[config.mk]
export PLATFORM = sky130hd
export DESIGN_NAME = mws2d_win_cell
export DESIGN_NICKNAME = d
export VERILOG_FILES = /design/src/hdl/mws2d_pkg.sv /design/src/hdl/mws2d_win_cell.sv
export SDC_FILE = /design/constraint.sdc
export NUM_CORES = 1
export LEC_CHECK = 0
export ABC_AREA = 1
export BUFFER_PORTS_ARGS = -buffer_cell sky130_fd_sc_hd__clkbuf_2
export CAP_MARGIN = 20
export CORE_MARGIN = 3
export CORE_UTILIZATION = 37
export CTS_CLUSTER_SIZE = 8
export DETAILED_ROUTE_END_ITERATION = 6
export PLACE_DENSITY = 0.77
export RECOVER_POWER = 25
export SLEW_MARGIN = 0
export SYNTH_ARGS = -nofsm -noshare
export SYNTH_HDL_FRONTEND = slang
export SYNTH_SLANG_ARGS = --single-unit
export TNS_END_PERCENT = 100
[constraint.sdc]
create_clock -name clock -period 0.8 [get_ports clock]
set_input_delay 0.16 -clock clock [delete_from_list [all_inputs] [get_ports clock]]
set_output_delay 0.16 -clock clock [all_outputs]
set_load 0.05 [all_outputs]
[src/hdl/mws2d_pkg.sv]
package mws2d_pkg;

   // field widths of the configuration registers and the result
   localparam int GRID_HEIGHT_W = 16;
   localparam int GRID_WIDTH_W  = 9;
   localparam int WIN_W         = 5;
   localparam int MAX_SUM_W     = 23;

   // register port
   localparam int CSR_ADDR_W = 4;
   localparam int CSR_DATA_W = 32;

   // register values after reset
   localparam int RST_GRID_HEIGHT = 10;
   localparam int RST_GRID_WIDTH  = 10;
   localparam int RST_WIN_ROWS    = 3;
   localparam int RST_WIN_COLS    = 3;

   // default sizes
   localparam int DEF_MAX_WIDTH    = 256;
   localparam int DEF_MAX_WIN_ROWS = 16;
   localparam int DEF_MAX_WIN_COLS = 16;
   localparam int DEF_SAMPLE_BITS  = 16;
   localparam int DEF_CS_W         = 21;

   // results owed to the output side before the input is held
   localparam int RSP_DEPTH = 4;

   typedef enum logic [1:0] {
      CSR_GRID_HEIGHT = 2'd0,
      CSR_GRID_WIDTH  = 2'd1,
      CSR_WIN_ROWS    = 2'd2,
      CSR_WIN_COLS    = 2'd3
   } csr_index_type;

   // per-word control that travels down the pipeline with the sample
   typedef struct packed {
      logic row0;   // first row of the grid
      logic sub;    // drop the sample that left the window column
      logic hact;   // row completes a full window height
      logic c0;     // first column
      logic csub;   // drop the column sum that left the window
      logic elig;   // window lies fully inside the row
      logic first;  // first cell of the grid
      logic last;   // last cell of the grid
   } item_flags_type;

endpackage

[src/hdl/mws2d_win_cell.sv]
module mws2d_win_cell #(
   parameter int DATA_W = mws2d_pkg::DEF_CS_W
) (
   input  logic                     clock,
   input  logic                     shift,
   input  logic                     sel,
   input  logic signed [DATA_W-1:0] d_in,
   output logic signed [DATA_W-1:0] d_out,
   output logic signed [DATA_W-1:0] tap_out
);

   logic signed [DATA_W-1:0] value_ff;

   always_ff @(posedge clock) begin
      if (shift) begin
         value_ff <= d_in;
      end
   end

   assign d_out   = value_ff;
   assign tap_out = sel ? value_ff : '0;

endmodule

==> flow_metrics.tcl <==
set metrics [dict create \
    status "finished with violations" \
    violations "negative setup slack" \
    gr-total-overflow 0 \
    crit_path_end_kind "output port" \
    period_share 1.65 \
    gp_congestion 0.677 \
    port-buffer-count 65 \
    ctsLongestPathBuffers 2 \
    vias_per_cell 4.50 \
    area_growth_pct 135 \
    antenna_left 0 \
    htree_levels 1 \
    ys_types 4 \
    synth_xor_area_frac 0 \
    synth_mux_area_frac 0 \
    whs_path_depth 1 \
    syn-mean-instance-area_sq_um 12.5 \
    largest_reg_flops 21 \
    wire_per_inst_um 20.2 \
    critical-path-max-stage-delay_ps 470 \
    power.density_mw_per_mm2 1750 \
    max-slew-margin-rel 0.886 \
    drt-initial-drc-count 14 \
    diodes 0 \
    synth_compound_area_frac 0 \
    rows 16 \
    power.internal_uw 2090 \
    die_w_um 52.8 \
    met3_usage 0.0199 \
    max_freq_mhz 756 \
    synthAdderAreaFrac 0 \
    die-area_sq_mm 0.00279 \
    worstPathMaxFanout 2 \
    synthesis.nets 89 \
    synthesis.area_sq_um 811 \
    hold_viol_final 0 \
    critPathRequiredTime_ps 640 \
    whs_ps 25.8 \
    drv_slew 0 \
    firstDrtPassIters 4 \
    combPwrFrac 0.430 \
    grt_use_met1 0.182 \
    synth_top_family_by_area "buffers and inverters" \
    startpoint_type "register" \
    critical_path_class "register to output port" \
    arrival_ps 1160 \
    vias 788 \
    die_h_um 52.8 \
    p_leak_uw 0.000780 \
    power_uw 3330 \
    grt_busiest_layer "met2" \
    met2_usage 0.380 \
    p_sw_uw 1250 \
    fin_nets 173 \
    pre_cts_ws_ps -222 \
    tritoncts "built" \
    clkTransAtPathRegs_ps 120 \
    worstMarginPinSlew_ps 171 \
    synth-seq-cells 21 \
    netSwitchingFraction 0.374 \
    grtUsageTotal 0.190 \
    drc 0 \
    antenna_found_initial 0 \
    peakVddDrop_mv 1.46 \
    yosysWarnings 0 \
    grt_pass1_vias 759 \
    crit_chain "nand2_2, clkinvlp_4, buf_8" \
    dp_hpwl_mm 1.52 \
    ys_seq_area_frac 0.778 \
    setup_ws_ps -523 \
    grt_pass1_wl_mm 3.63 \
    synthSimpleGateAreaFrac 0.0972 \
    drv_cap 0 \
    core_area_sq_mm 0.00202 \
    start_util 0.401 \
    io-pin-count 66 \
    layout-drive-gt1-share 0.851 \
    pwr-share-clk 0.150 \
    wl_mm 3.54 \
    rsz0062_at_grt "true" \
    cts_made_buffers 3 \
    grt_max_degree 22 \
    cts_sinks 21 \
    synthesis.instances 65 \
    pwr-share-seq 0.419 \
    hold_path_class "primary input to register" \
    period_minus_slack_ps 1320 \
    utilization 0.944 \
    slowest_stage "edfxtp_1" \
    cts-root-buf "clkbuf_4" \
    setup_violations 42 \
]
## cells by family after synthesis
logic type | count (synthesis)
buffers and inverters | 23
DFF | 21
and+or+nand+nor | 21
## cells in the final DEF, fill, tap and decap left out
cell	Yosys	routed
edfxtp_1	21	21
nand2_2	0	21
buf_8	0	33
buf_4	0	1
buf_12	0	4
clkbuf_2	0	23
dlygate4sd3_1	0	1
buf_6	2	17
clkinv_2	0	1
clkinvlp_4	0	21
clkbuf_4	0	3
clkbuf_8	0	2
## power by group through the flow
stage	Clock (uW)	Combinational (uW)	Sequential (uW)
4_1_cts	499	1180	1370
2_1_floorplan	0	399	1690
3_5_place_dp	0	965	1390
3_3_place_gp	0	955	1390
6_report	501	1430	1400
5_1_grt	560	1470	1400
## what timing repair did
action,4_1_cts,5_1_grt
hold endpoints to repair,0,1
hold buffers,0,1
gates resized for setup,75,58
cloned,0,0
setup buffers,0,12
pin swaps,0,13
setup endpoints to repair,42,42
## through the flow
step | cells | area [sq um] | TNS [ps]
after floorplan | 65 | 942 | -7520
after global placement | 158 | 1350 | -4120
after detailed placement | 158 | 1350 | -4450
after CTS | 162 | 1700 | -15370
after global routing | 175 | 1910 | -18960
final | 175 | 1910 | -17380
## Yosys cell counts
cell	instances	area (sq um)
nand2_1	21	78.8
edfxtp_1	21	631
buf_6	2	22.5
inv_1	21	78.8
## per-layer routing
metal  vias to the layer above  share of wire
met4                         0          0.033
met5                         -              0
met2                        30           0.59
met1                       387           0.34
li1                        361              -
met3                        10          0.032
## path summary, 6_finish.rpt
kind | from | endpoint | slack [ps]
setup / recovery | d_out[10]$_DFFE_PP_ | tap_out[10] | -520
hold / removal | d_in[8] | d_out[8]$_DFFE_PP_ | 30
## worst max-delay path, delay by kind of cell, from the launching register on
kind / cells / cell delay, ps
buffers and inverters: 2 / 250
AND/OR/NAND/NOR: 1 / 140
flip-flops: 1 / 470
## area by class of cell
class                           count  area (sq um)
Clock inverter                      1          5.00
Clock buffer                        3          22.5
Multi-Input combinational cell     21           131
Sequential cell                    21           631
Fill cell                          52           114
Tap cell                           27          33.8
Timing Repair Buffer               81           927
Inverter                           21           158
Power figures use the tool's default switching activity.
